--- config.mk ---
export PLATFORM = sky130hd
export DESIGN_NAME = scafs_queue
export DESIGN_NICKNAME = d
export VERILOG_FILES = /design/src/sv/scafs_queue.sv
export SDC_FILE = /design/constraint.sdc
export NUM_CORES = 1
export LEC_CHECK = 0
export BUFFER_PORTS_ARGS = -buffer_cell sky130_fd_sc_hd__buf_2
export CAP_MARGIN = 20
export CORE_MARGIN = 2
export CORE_UTILIZATION = 49
export CTS_CLUSTER_DIAMETER = 30
export DETAILED_ROUTE_END_ITERATION = 12
export GPL_TIMING_DRIVEN = 0
export PLACE_DENSITY = 0.76
export SETUP_SLACK_MARGIN = 0.15
export SYNTH_ARGS = -nofsm -noshare
export SYNTH_HDL_FRONTEND = slang
export SYNTH_SLANG_ARGS = --single-unit
--- constraint.sdc ---
create_clock -name clk -period 1.7 [get_ports clk]
set_clock_uncertainty 0.1 [all_clocks]
set_input_delay 0.17 -clock clk [delete_from_list [all_inputs] [get_ports clk]]
set_output_delay 0.17 -clock clk [all_outputs]
set_load 0.005 [all_outputs]
--- src/sv/scafs_queue.sv ---
// ----------------------------------------------------------------------------
// scafs_queue
// Two-entry queue between access decode and the lookup unit.
// ----------------------------------------------------------------------------
module scafs_queue #(
    parameter int WIDTH = 8
) (
    input  logic             clk,
    input  logic             rst_n,
    input  logic             push,
    input  logic [WIDTH-1:0] push_data,
    input  logic             pop,
    output logic [WIDTH-1:0] head,
    output logic             full,
    output logic             empty
);

    localparam int DEPTH = 2;
    localparam int PTR_W = $clog2(DEPTH);

    logic [WIDTH-1:0] slot_reg [DEPTH];
    logic [PTR_W-1:0] wr_ptr_reg, wr_ptr_next;
    logic [PTR_W-1:0] rd_ptr_reg, rd_ptr_next;
    logic [PTR_W:0]   count_reg, count_next;

    always_comb
    begin
        wr_ptr_next = push ? wr_ptr_reg + PTR_W'(1) : wr_ptr_reg;
        rd_ptr_next = pop ? rd_ptr_reg + PTR_W'(1) : rd_ptr_reg;
        count_next  = count_reg + (PTR_W+1)'(push) - (PTR_W+1)'(pop);
    end

    always_ff @(posedge clk or negedge rst_n)
    begin
        if (!rst_n)
        begin
            wr_ptr_reg <= '0;
            rd_ptr_reg <= '0;
            count_reg  <= '0;
        end
        else
        begin
            wr_ptr_reg <= wr_ptr_next;
            rd_ptr_reg <= rd_ptr_next;
            count_reg  <= count_next;
        end
    end

    always_ff @(posedge clk)
    begin
        if (push)
        begin
            slot_reg[wr_ptr_reg] <= push_data;
        end
    end

    assign head  = slot_reg[rd_ptr_reg];
    assign full  = (count_reg == (PTR_W+1)'(DEPTH));
    assign empty = (count_reg == '0);

endmodule

Word-level counts from Yosys, hierarchy flattened

Memory sizes are Yosys's and may differ from the RTL's.
Cells that the tools add are included.

Bits in registers: 4
Memory bits (writable): 16
Input bits: 12
Output and inout bits: 10
Memories kept: 1

$add $sub $neg: 4
Equal/unequal tests: 1
Muxes and demuxes: 2
Reductions and logical operators: 1

Memories:

| name     | depth | bits a word | read ports | clocked after Yosys merged registers in | wr ports | RTL line | source |
|---|---|---|---|---|---|---|---|
| slot_reg | 2     | 8           | 1          | 0                                       | 1        | 21       | `logic [WIDTH-1:0] slot_reg [DEPTH];` |

Operators by type and width:

| operator                             | number |
|---|---|
| adder 1 bit, second input constant   | 2 |
| adder 2 x 1 -> 2 bit                 | 1 |
| == test 2 bit, second input constant | 1 |
| logical NOT 2 bit                    | 1 |
| 2-to-1 mux 1 bit                     | 2 |
| subtractor 2 x 1 -> 2 bit            | 1 |

Depth between registers and ports, before layout

Depth after elaboration: 2
Gate-level depth with buffers: 5

Worst setup path before layout

OpenSTA, ideal clock, no wires.

Path type: register to register
From: register wr_ptr_reg
To: memory slot_reg[0][0] (enable)
Data arrival time: 789 ps
Required time: 1227 ps
Setup slack: 438 ps
Cell stages (with the launch flop): 2
Path buffers: 0
Clock period less this slack: 1262 ps
Cell sequence: dfrtp_1 nor2b_1

RTL lines:

| item                   | RTL line | source |
|---|---|---|
| start, declared        | 22       | `logic [PTR_W-1:0] wr_ptr_reg, wr_ptr_next;` |
| start signal, assigned | 43       | `wr_ptr_reg <= wr_ptr_next;` |
| end, declared          | 21       |  |

Straight into the memory's write port.

Final worst setup path

From: register rd_ptr_reg
To: output head[2]

Longest elaborated chain between the ends: 1

RTL lines:

| item                   | RTL line | source |
|---|---|---|
| start, declared        | 23       | `logic [PTR_W-1:0] rd_ptr_reg, rd_ptr_next;` |
| start signal, assigned | 44       | `rd_ptr_reg <= rd_ptr_next;` |
| memory (2 x 8 bit)     | --       |  |
| end, declared          | 13       | `output logic [WIDTH-1:0] head,` |

No other way between the ends.

==> key figures <==
Clocking
  – CTS Sinks: 20
  – Cts bufs inserted: 3
  – CTS-repair resized insts: 0
  – Clock-pin slew on the worst setup and hold paths: 0.11 ns
  – Worst-Skew Late Latency: 0.28 ns
  – Post-CTS setup buffers: 0
  – CTS H-tree depth: 1
  – TritonCTS clock tree: built
  – CTS root buf: clkbuf_4
  – Clock buffer depth: 2

Layout
  – Register area: 580.6 um^2
  – Ratio of cells with drive above 1 in the final layout: 0.4342
  – # diodes: 0
  – Cell area after layout: 0.001070 mm^2
  – Fin nets: 91
  – Number of flip-flops in the largest register: 16
  – Area Overhead vs Synth: 32.35%
  – Final Util: 0.7020
  – Multi-input logic area: 209.0 um^2
  – Filler cell count: 106

Route
  – Residual DRC: 0
  – Drt via density: 4.576
  – Routed wire per std cell: 13.26 um
  – DR iter-0 viols: 1
  – Vias: 421
  – Pre-Repair DR Iteration Count: 3
  – Antenna Nets Post-Route: 0
  – Drt total wl: 1220 um

Synth
  – Top cells by area, synth: edfxtp_1 59%, mux2_4 15%, dfrtp_1 12%
  – Top-area cell type share of the netlist area: 0.5944
  – Most common cell in the netlist: edfxtp_1
  – Main flop type after synthesis: edfxtp_1
  – Distinct cells, synth: 11
  – Syn_nets: 54
  – Mapped Avg Cell Area: 20.21 um^2
  – Synth Cell Area: 808.3 um^2
  – Post-synthesis sequential area ratio: 0.7183
  – Post-synth top cells: 16 x edfxtp_1, 8 x mux2_4, 4 x dfrtp_1
  – Async set-reset flop share out of synthesis: 0.2000
  – EDFF count, synth: 16
  – Most area-hungry cell type in the Yosys netlist: edfxtp_1
  – Mapped Cells: 40
  – Yosys reg bits: 20
  – Ys Warns: 0

Power
  – Pleak: 0.4727 nW
  – Overall Power: 1.474 mW
  – Pwr/cell area: 1378 mW/mm^2
  – VDD IR max: 0.0008506 V
  – Share of power burned in registers: 0.488
  – Comb pwr share: 0.362
  – Internal: 1.085 mW
  – Sw Share: 0.2639
  – Reported net switching power: 389.0 uW
  – Clock power share: 0.150

Place
  – Placer congestion estimate: 0.6368
  – HPWL Detailed: 823 um
  – Pre-CTS setup slack: 0.2564 ns
  – Dpl cell area: 933.4 um^2
  – Port buffer count: 21

STA
  – FMAX: 659.9 MHz
  – RSZ-0062 raised after global routing: yes
  – Final Hold Fails: 0
  – Total Neg Setup Slack: 0 ns
  – Tcrit/Tclk final: 0.8915
  – Fin crit period: 1.515 ns
  – Final Max Slew Viols: 0
  – Worst slew margin: 0.5260
  – Worst slew pin tran: 0.7095 ns
  – Setup ws final: 0.1845 ns
  – Final Setup Violations: 0

Critical path
  – CP max stage cell: dfrtp_1
  – Cell family with most CP delay: flip-flops
  – Worst-path fanout max: 9
  – Critical path arrival: 1.25 ns
  – R2R cell count: 1
  – CP endpoint kind: output port
  – Crit-path cells: buf_6, mux2_4, buf_2
  – Startpoint Class: flip-flop
  – Worst EP required: 1.43 ns
  – Stages on worst setup path: 3
  – CP Buf/Inv Count: 2
  – CP max stage delay: 0.39 ns
  – WS Path Type: flip-flop to output port

Die
  – Die X: 44.62 um
  – Core region area: 0.001524 mm^2
  – Initial Util: 0.5304
  – FP Rows: 14
  – Die span in y: 44.62 um
  – Boundary Pins: 22
  – Die footprint: 0.001991 mm^2

Worst hold path
  – Worst min-delay path class: input pin to flip-flop
  – Worst hold stages: 2

Global routing
  – Initial antenna violation count: 0
  – Number of global-route vias before repair: 459
  – Pin count of the biggest net entering global routing: 12
  – First-pass GRT wire length: 1863 um
  – Gr usage total: 0.1365
  – Total grt overflow: 0

Run
  – # Max-Cap Violations: 0

Run status
  – Result of the run: finished, final reports clean
## power by group through the flow
stage	Sequential [mW]	Clock (mW)	Combinational (mW)
after floorplan	0.718	0	0.371
after global placement	0.723	0	0.516
after detailed placement	0.735	0	0.522
after CTS	0.723	0.224	0.543
after global routing	0.734	0.243	0.584
final	0.720	0.221	0.534
## through the flow
step           hold WS (ns)  cells
6_report            0.03737     92
5_1_grt             0.04510     92
4_1_cts             0.04395     92
3_5_place_dp        -0.1206     77
3_3_place_gp        -0.1212     77
2_1_floorplan       -0.2256     40
## timing repair
item	CTS	global route
hold buffers	11	0
setup endpoints to repair	0	2
hold endpoints to repair	22	0
## layer usage
metal  GRT usage  share of wire  vias up
li1            -              -      218
met1      0.1472           0.37      194
met2      0.2667           0.58        9
met3     0.03673          0.040        0
met4     0.01818              0        0
met5           0              0        -
## cells by family after synthesis
group,after synthesis,synth area share
fa+ha+maj,2,0.03095
xor+xnor,3,0.05108
simple gates,4,0.02786
flops,20,0.7183
buf+inv,3,0.02322
mux,8,0.1486
## path summary, 6_finish.rpt
path	start	to	slack (ns)
max in group asynchronous	rst_n	wr_ptr_reg	1.26
min in group asynchronous	rst_n	count_reg[0]	0.12
max	rd_ptr_reg	head[2]	0.18
min reg2reg	wr_ptr_reg	wr_ptr_reg	0.39
max reg2reg	wr_ptr_reg	slot_reg[0][4]	0.26
min	push	count_reg[0]	0.04
## cell usage in the layout, fill, tap and decap left out
| master | n |
|---|---|
| and2_1 | 1 |
| buf_2 | 21 |
| buf_6 | 1 |
| clkbuf_1 | 1 |
| clkbuf_4 | 3 |
| dfrtp_1 | 4 |
| dlygate4sd3_1 | 11 |
| edfxtp_1 | 16 |
| ha_1 | 2 |
| inv_1 | 2 |
| mux2_4 | 8 |
| nor2_1 | 1 |
| nor2b_1 | 2 |
| xor2_1 | 2 |
| xor3_1 | 1 |
## layout make-up
type,instances,area share
Clock buffer,4,0.02456
Multi-Input combinational cell,17,0.1953
Sequential cell,20,0.5427
Buffer,1,0.01053
Inverter,2,0.007018
Timing Repair Buffer,32,0.2012
Tap cell,16,0.01871
Power figures use the tool's default switching activity.
