$ cat src/sv/scafs_pkg.sv
// ----------------------------------------------------------------------------
// scafs_pkg
// Shared types, codes and helpers of the FIFO-replacement cache tag model.
// ----------------------------------------------------------------------------
package scafs_pkg;

    localparam logic [31:0] CNT_MAX = 32'hFFFF_FFFF;

    typedef enum logic [1:0] {
        ACT_LOAD   = 2'd0,
        ACT_STORE  = 2'd1,
        ACT_MODIFY = 2'd2,
        ACT_FETCH  = 2'd3
    } action_t;

    typedef enum logic [1:0] {
        OUT_HIT    = 2'd0,
        OUT_COLD   = 2'd1,
        OUT_EVICT  = 2'd2,
        OUT_IGNORE = 2'd3
    } outcome_t;

    typedef enum logic [1:0] {
        REG_SET_BITS   = 2'd0,
        REG_BLOCK_BITS = 2'd1,
        REG_WAYS       = 2'd2
    } reg_index_t;

    typedef struct packed {
        logic [2:0] set_bits;
        logic [5:0] block_bits;
        logic [3:0] ways;
    } cfg_t;

    function automatic logic [31:0] sat_inc(input logic [31:0] c);
        sat_inc = (c == CNT_MAX) ? c : c + 32'd1;
    endfunction

endpackage

$ cat src/sv/scafs_front.sv
// ----------------------------------------------------------------------------
// scafs_front
// Access decode: split the address into set index and tag, push the beat.
// ----------------------------------------------------------------------------
module scafs_front #(
    parameter int MAX_SET_BITS = 6,
    parameter int SET_W        = 6
) (
    input  scafs_pkg::cfg_t    cfg,
    input  logic               start,
    input  logic               q_full,
    input  logic [1:0]         action,
    input  logic [63:0]        address,
    output logic               push,
    output logic [SET_W+65:0]  push_data
);
    import scafs_pkg::*;

    logic [2:0]       sb;
    logic [63:0]      blk_shift;
    logic [6:0]       tag_shift;
    logic [63:0]      tag;
    logic [SET_W-1:0] set_idx;

    always_comb
    begin
        sb        = (int'(cfg.set_bits) > MAX_SET_BITS) ? 3'(MAX_SET_BITS) : cfg.set_bits;
        blk_shift = address >> cfg.block_bits;
        for (int i = 0; i < SET_W; i++)
        begin
            set_idx[i] = blk_shift[i] & (i < int'(sb));
        end
        tag_shift = 7'(sb) + 7'(cfg.block_bits);
        tag       = tag_shift[6] ? 64'd0 : (address >> tag_shift[5:0]);
    end

    assign push      = start & ~q_full;
    assign push_data = {action, set_idx, tag};

endmodule

$ cat config.mk
export PLATFORM = sky130hd
export DESIGN_NAME = scafs_front
export DESIGN_NICKNAME = d
export VERILOG_FILES = /design/src/sv/scafs_pkg.sv /design/src/sv/scafs_front.sv
export SDC_FILE = /design/constraint.sdc
export NUM_CORES = 1
export LEC_CHECK = 0
export ABC_AREA = 1
export BUFFER_PORTS_ARGS = -buffer_cell sky130_fd_sc_hd__buf_4
export CAP_MARGIN = 20
export CORE_MARGIN = 1.5
export CORE_UTILIZATION = 55
export DETAILED_ROUTE_END_ITERATION = 16
export PLACE_DENSITY_LB_ADDON = 0.05
export SLEW_MARGIN = 5
export SYNTH_ARGS = -nofsm -noshare
export SYNTH_HDL_FRONTEND = slang
export SYNTH_SLANG_ARGS = --single-unit
$ cat constraint.sdc
create_clock -name vclk -period 5.3
set_input_delay 1.325 -clock vclk [all_inputs]
set_output_delay 1.325 -clock vclk [all_outputs]
set_load 0.02 [all_outputs]
Word-level counts from Yosys, hierarchy flattened:

Index checks and enable logic that the tools add are counted.

* register bits after elaboration: 0
* output and inout bits: 73
* word-level logic and storage cells: 20

* add/sub/neg operators: 1
* $lt $le $gt $ge: 7
* shift operators: 2
* multiplexer cells: 2
* bitwise gates (word level): 8

Operators with widths (count)
* $mux W64: 1
* $shr A64 B6 Y6: 1
* $shr A64 B6 Y64: 1
* $add A3 B6 Y7: 1
* $and A1 B1 Y1: 7
* $lt A1 B3 Y1 const A: 2
* $lt A2 B3 Y1 const A: 2
* $lt A3 B3 Y1 const A: 2
* $gt A3 B3 Y1 const B: 1
* $mux W3: 1
* $not A1 Y1: 1

Longest topological paths before layout:

Gate-level depths: netlist of run 1.

* word-level depth: 5
* depth in mapped cells: 17

Least setup slack after synthesis of run 1:

No wires, ideal clock.

* path type: input to output
* from: in cfg[5] in the netlist's numbering
* to: out push_data[40]
* arrival time: 3.796 ns
* path slack: 0.179 ns
* cell stages on the path: 14
* buffers on the path: 5
* cell sequence: buf_2 -> inv_1 -> buf_2 -> buf_1 -> fa_1 -> inv_1 -> buf_2 -> buf_1 -> nand3_1 -> nand3_1 -> nand3_1 -> nand3_1 -> nand2_1 -> nor2_1

* word-level cells in the longest chain between the ends: 3

Ends and longest elaborated chain
* start: declaration: line scafs_front.sv:9 `input scafs_pkg::cfg_t cfg,`
* $add A3 B6 Y7 (*): line scafs_front.sv:33 `tag_shift = 7'(sb) + 7'(cfg.block_bits);`
* $shr A64 B6 Y64: line scafs_front.sv:34 `tag = tag_shift[6] ? 64'd0 : (address >> tag_shift[5:0]);`
* $mux W64 (*): line scafs_front.sv:34
* end: declaration: line scafs_front.sv:15 `output logic [SET_W+65:0] push_data`

Every way passes the cells marked *; elsewhere a longest branch is shown, timed or not.

Worst setup path after layout of run 1:

* from: in cfg[11] in the netlist's numbering
* to: out push_data[16]

* word-level cells in the longest chain between the ends: 5

Ends and longest elaborated chain
* $gt A3 B3 Y1: line scafs_front.sv:27 `sb = (int'(cfg.set_bits) > MAX_SET_BITS) ? 3'(MAX_SET_BITS) : cfg.set_bits;`
* $mux W3 (*): line scafs_front.sv:27
* $add A3 B6 Y7 (*): line scafs_front.sv:33
* $shr A64 B6 Y64: line scafs_front.sv:34
* $mux W64 (*): line scafs_front.sv:34

Marked as above.

==> results.cfg, run 1 <==
[synthesis]
ys_warn_count = 0
ys_seq_area_share_pct = 0
synthCells = 1454
ys_types = 34
postSynthAreaPerCell_um2 = 4.66
syn_area_um2 = 6780
synth_fp_nets = 1539

[global_route]
grt_max_degree = 132
grt.total_usage_pct = 42.1
antenna_found_initial = 0
grt_pass1_vias = 8926
grt_pass1_wl_mm = 44.6
grt_overflow = 0

[layout]
mostFrequentLayoutCell = nand3_1
drive_gt1_share_pct = 14.1
n_antenna_cell = 0
multi_input_area_um2 = 5890
layout_common_cells = nand3_1, nand2_1, buf_4, o21ai_0, inv_1
final-seq-area_um2 = 0
nNetsFinal = 1602
area_growth_pct = 16.9
n_sequential_cell = 0
n_fill_cell = 1324
nClkBuffers = 0

[timing]
period_needed_ps = 5160
final.setup.tns_ps = 0
rsz0062_at_grt = false
finalSetupViolations = 0
finalCritPeriodShare_pct = 97.4
hold_violations = 0
max_freq_mhz = 194
slew_headroom_pct = 56.7
report.final.slew_viol_count = 0
worst_pin_slew_ps = 648

[detailed_routing]
post_drt_wl_per_cell_um = 17.2
drt_iter0_drc = 2034
vias = 10734
drc_errors = 0
dr.pass1.iters = 9
via_per_inst = 6.46
wl_mm = 28.5
postRouteAntennaNets = 0

[worst_setup_path]
required_ps = 3970
worst_setup_path_start_kind = primary input
critPathKind = in -> out
crit_arrival_ps = 3830
crit_fanout = 33
critPathCaptureType = output pin

[worst_hold_path]
min_to = push_data[70]
hold_path.class = in -> out
worstHoldStart = action[0]
whs_path_depth = 0

[power_and_ir_drop]
ir_worst_vdd_mv = 0.121
p_leak_uw = 0.00410
p_per_area_nw_per_um2 = 211
finalPower_uw = 1670

[die]
die_x_um = 114
fp.dieArea_um2 = 13000
die_y_um = 114
core_um2 = 12000
rows = 40
start_util_pct = 56.5
io_pins = 154

[place]
portBuffers = 146
gp_congestion = 1.01
hpwl_mm = 21.8

[clocking]
cts_hold_buf = 0

[run_status]
status = completed

[run]
drv_cap = 0
-- layer usage --
layer	track usage, %	wire, um
met1	55.1	11000
met2	69.4	13200
met3	5.21	2940
met4	18.3	1470
met5	0	0
-- worst max-delay path by stage --
stage | cells past startpoint | end | slack (ps) | startpoint
floorplan | 14 | push_data[40] | 180 | cfg[5]
global placement | 15 | push_data[7] | 120 | cfg[11]
detailed placement | 15 | push_data[9] | 130 | cfg[11]
CTS | 15 | push_data[9] | 100 | cfg[11]
global route | 16 | push_data[6] | 10 | cfg[11]
finish | 16 | push_data[16] | 140 | cfg[11]
-- worst max-delay path, stage by stage --
cell	delay [ps]
buf_4	120
nand2_2	120
nand2_4	90
inv_1	60
ha_1	160
inv_1	60
fa_2	590
buf_4	160
clkbuf_16	230
nand3_1	120
nand3_1	120
nand3_1	120
nand3_1	130
nand3_1	140
nand2_1	110
buf_4	140
-- logic make-up after synthesis --
logic type	count (synthesis)	synth area share, %
AO/OA/AOI/OAI	148	11.5
XOR/XNOR	3	0.498
adder cells (fa/ha/maj)	4	0.849
buffers and inverters	213	13.7
AND/OR/NAND/NOR	1086	73.4
-- layout make-up --
class	count	area share (%)
Inverter	88	4.20
Multi-Input combinational cell	1241	74.3
Tap cell	147	2.32
Timing Repair Buffer	186	19.1
-- report_power, final --
group	switching, uW	internal [uW]
clock	0	0
combinational	1090	580
sequential	0	0
-- cells in the mapped netlist, types with 2 or more instances --
cell type / n / area, um2
and3_1: 5 / 31.3
nand3_1: 629 / 3150
o211ai_1: 12 / 90.1
a31oi_1: 2 / 12.5
nand2_4: 3 / 33.8
nand3_2: 4 / 40.0
buf_1: 18 / 67.6
inv_1: 80 / 300
nor3_1: 10 / 50.1
clkbuf_1: 47 / 176
ha_1: 3 / 37.5
nand4_1: 10 / 62.6
inv_2: 7 / 26.3
nand2_1: 358 / 1340
nand2_2: 3 / 18.8
buf_6: 3 / 33.8
buf_4: 14 / 105
a21oi_1: 19 / 95.1
nor2_1: 60 / 225
o21ai_1: 26 / 130
o21ai_0: 86 / 430
buf_2: 43 / 215
-- through the flow --
step / instance area (um2) / hold slack [ps] / utilization, % / setup WS (ps) / instances
final: 7930 / 2650 / 66.0 / 140 / 1662
after floorplan: 6780 / 2730 / - / 179 / 1454
after global placement: 7850 / 2650 / 65.4 / 119 / 1657
after global routing: 7930 / 2650 / 66.0 / 10.7 / 1662
after detailed placement: 7850 / 2650 / 65.4 / 134 / 1657
after CTS: 7850 / 2650 / 65.4 / 99.0 / 1657
-- what timing repair did --
item | in CTS | in global routing
setup buffers | 0 | 4
resized for setup | 0 | 7
endpoints found under the setup margin | 0 | 49
Note: power is estimated with default switching activity, not from simulation.
==> inputs of run 2 (changes only) <==
--- a/config.mk
+++ b/config.mk
@@ -9,7 +9,7 @@
 export BUFFER_PORTS_ARGS = -buffer_cell sky130_fd_sc_hd__buf_4
 export CAP_MARGIN = 20
 export CORE_MARGIN = 1.5
-export CORE_UTILIZATION = 55
+export CORE_UTILIZATION = 58
 export DETAILED_ROUTE_END_ITERATION = 16
 export PLACE_DENSITY_LB_ADDON = 0.05
 export SLEW_MARGIN = 5
==> results.cfg, run 2 (synthesized netlist as in run 1, its figures left out) <==
[run_status]
status = completed

[layout]
mostFrequentLayoutCell = nand3_1
fin_area_um2 = 8130
drive_gt1_share_pct = 15.4
n_fill_cell = 1198
n_sequential_cell = 0
area_growth_pct = 19.9
final_cells = 1659
nClkBuffers = 0
layout_common_cells = nand3_1, nand2_1, buf_4, o21ai_0, inv_1
fin_util_pct = 71.2
n_antenna_cell = 0
nNetsFinal = 1603
final-seq-area_um2 = 0

[power_and_ir_drop]
finalPower_uw = 1760
p_per_area_nw_per_um2 = 216
p_leak_uw = 0.00419
ir_worst_vdd_mv = 0.151

[detailed_routing]
postRouteAntennaNets = 0
vias = 11098
wl_mm = 29.7
drc_errors = 0
dr_wl_met3_mm = 3.77
drt_iter0_drc = 2223
via_per_inst = 6.69
wl_met2_mm = 13.3
top_layer_used = met4
wl_met1_mm = 10.8
dr.pass1.iters = 12
post_drt_wl_per_cell_um = 17.9

[timing]
worst_pin_slew_ps = 646
hold_violations = 0
final.setup.tns_ps = 0
report.final.slew_viol_count = 0
slew_headroom_pct = 56.8
finalCritPeriodShare_pct = 99.4
max_freq_mhz = 190
finalSetupViolations = 0
period_needed_ps = 5270

[die]
rows = 39
die_y_um = 111
fp.dieArea_um2 = 12300
io_pins = 154
start_util_pct = 59.4
core_um2 = 11400
die_x_um = 111

[global_route]
grt.total_usage_pct = 42.8
grt_max_degree = 132
grt_overflow = 0
grt_pass1_vias = 9205
grt_pass1_wl_mm = 44.5
antenna_found_initial = 0

[place]
portBuffers = 146
gp_congestion = 0.976
place_area_um2 = 7800
hpwl_mm = 21.5
dp.cells = 1647

[run]
drv_cap = 0

[worst_setup_path]
crit_fanout = 23
required_ps = 3970
worst_setup_path_start_kind = primary input
critPathKind = in -> out
crit_arrival_ps = 3940
critPathCaptureType = output pin

[worst_hold_path]
hold_path.class = in -> out
[run 2: final timing paths]
kind / from / end / slack, ps / cells after the start
setup / recovery: cfg[11] / push_data[26] / 30 / 17
hold / removal: action[1] / push_data[71] / 2650 / 0
[run 2: cell type report]
cell class	instances	area (um2)	area share [%]
multi-input cells	1241	6000	73.8
repair buffers	187	1620	19.9
inverters	88	333	4.09
well taps	143	179	2.20
[run 2: power breakdown]
group / switching, uW / internal [uW] / total (uW)
Combinational: 1150 / 613 / 1760
Clock: 0 / 0 / 0
Sequential: 0 / 0 / 0
[run 2: metrics by stage]
| step | hold WS, ps | setup slack, ps |
|---|---|---|
| after global placement | 2650 | 77.5 |
| after detailed placement | 2650 | 57.1 |
| after floorplan | 2730 | 179 |
| after CTS | 2650 | 46.0 |
| final | 2650 | 30.3 |
| after global routing | 2650 | -55.9 |
[run 2: repair_timing]
item,4_1_cts,5_1_grt
setup endpoints to repair,0,46
resized for setup,0,30
hold buffers,0,0
setup buffers,0,5
[run 2: per-layer routing]
metal	global-route usage, %	up-vias
met5	0	-
met1	55.4	4808
met4	17.2	0
met2	72.6	937
li1	-	5139
met3	4.59	214
[run 2: worst max-delay path, stage by stage]
cell and delay, ps:
buf_4 140, nand2_4 100, nand2_4 80, inv_1 60, ha_1 180, inv_1 70
fa_2 650, inv_4 70, buf_12 160, buf_16 160, nand3_1 150, nand3_2 170
nand3_1 140, nand3_1 100, nand3_1 130, nand2_1 70, buf_4 160
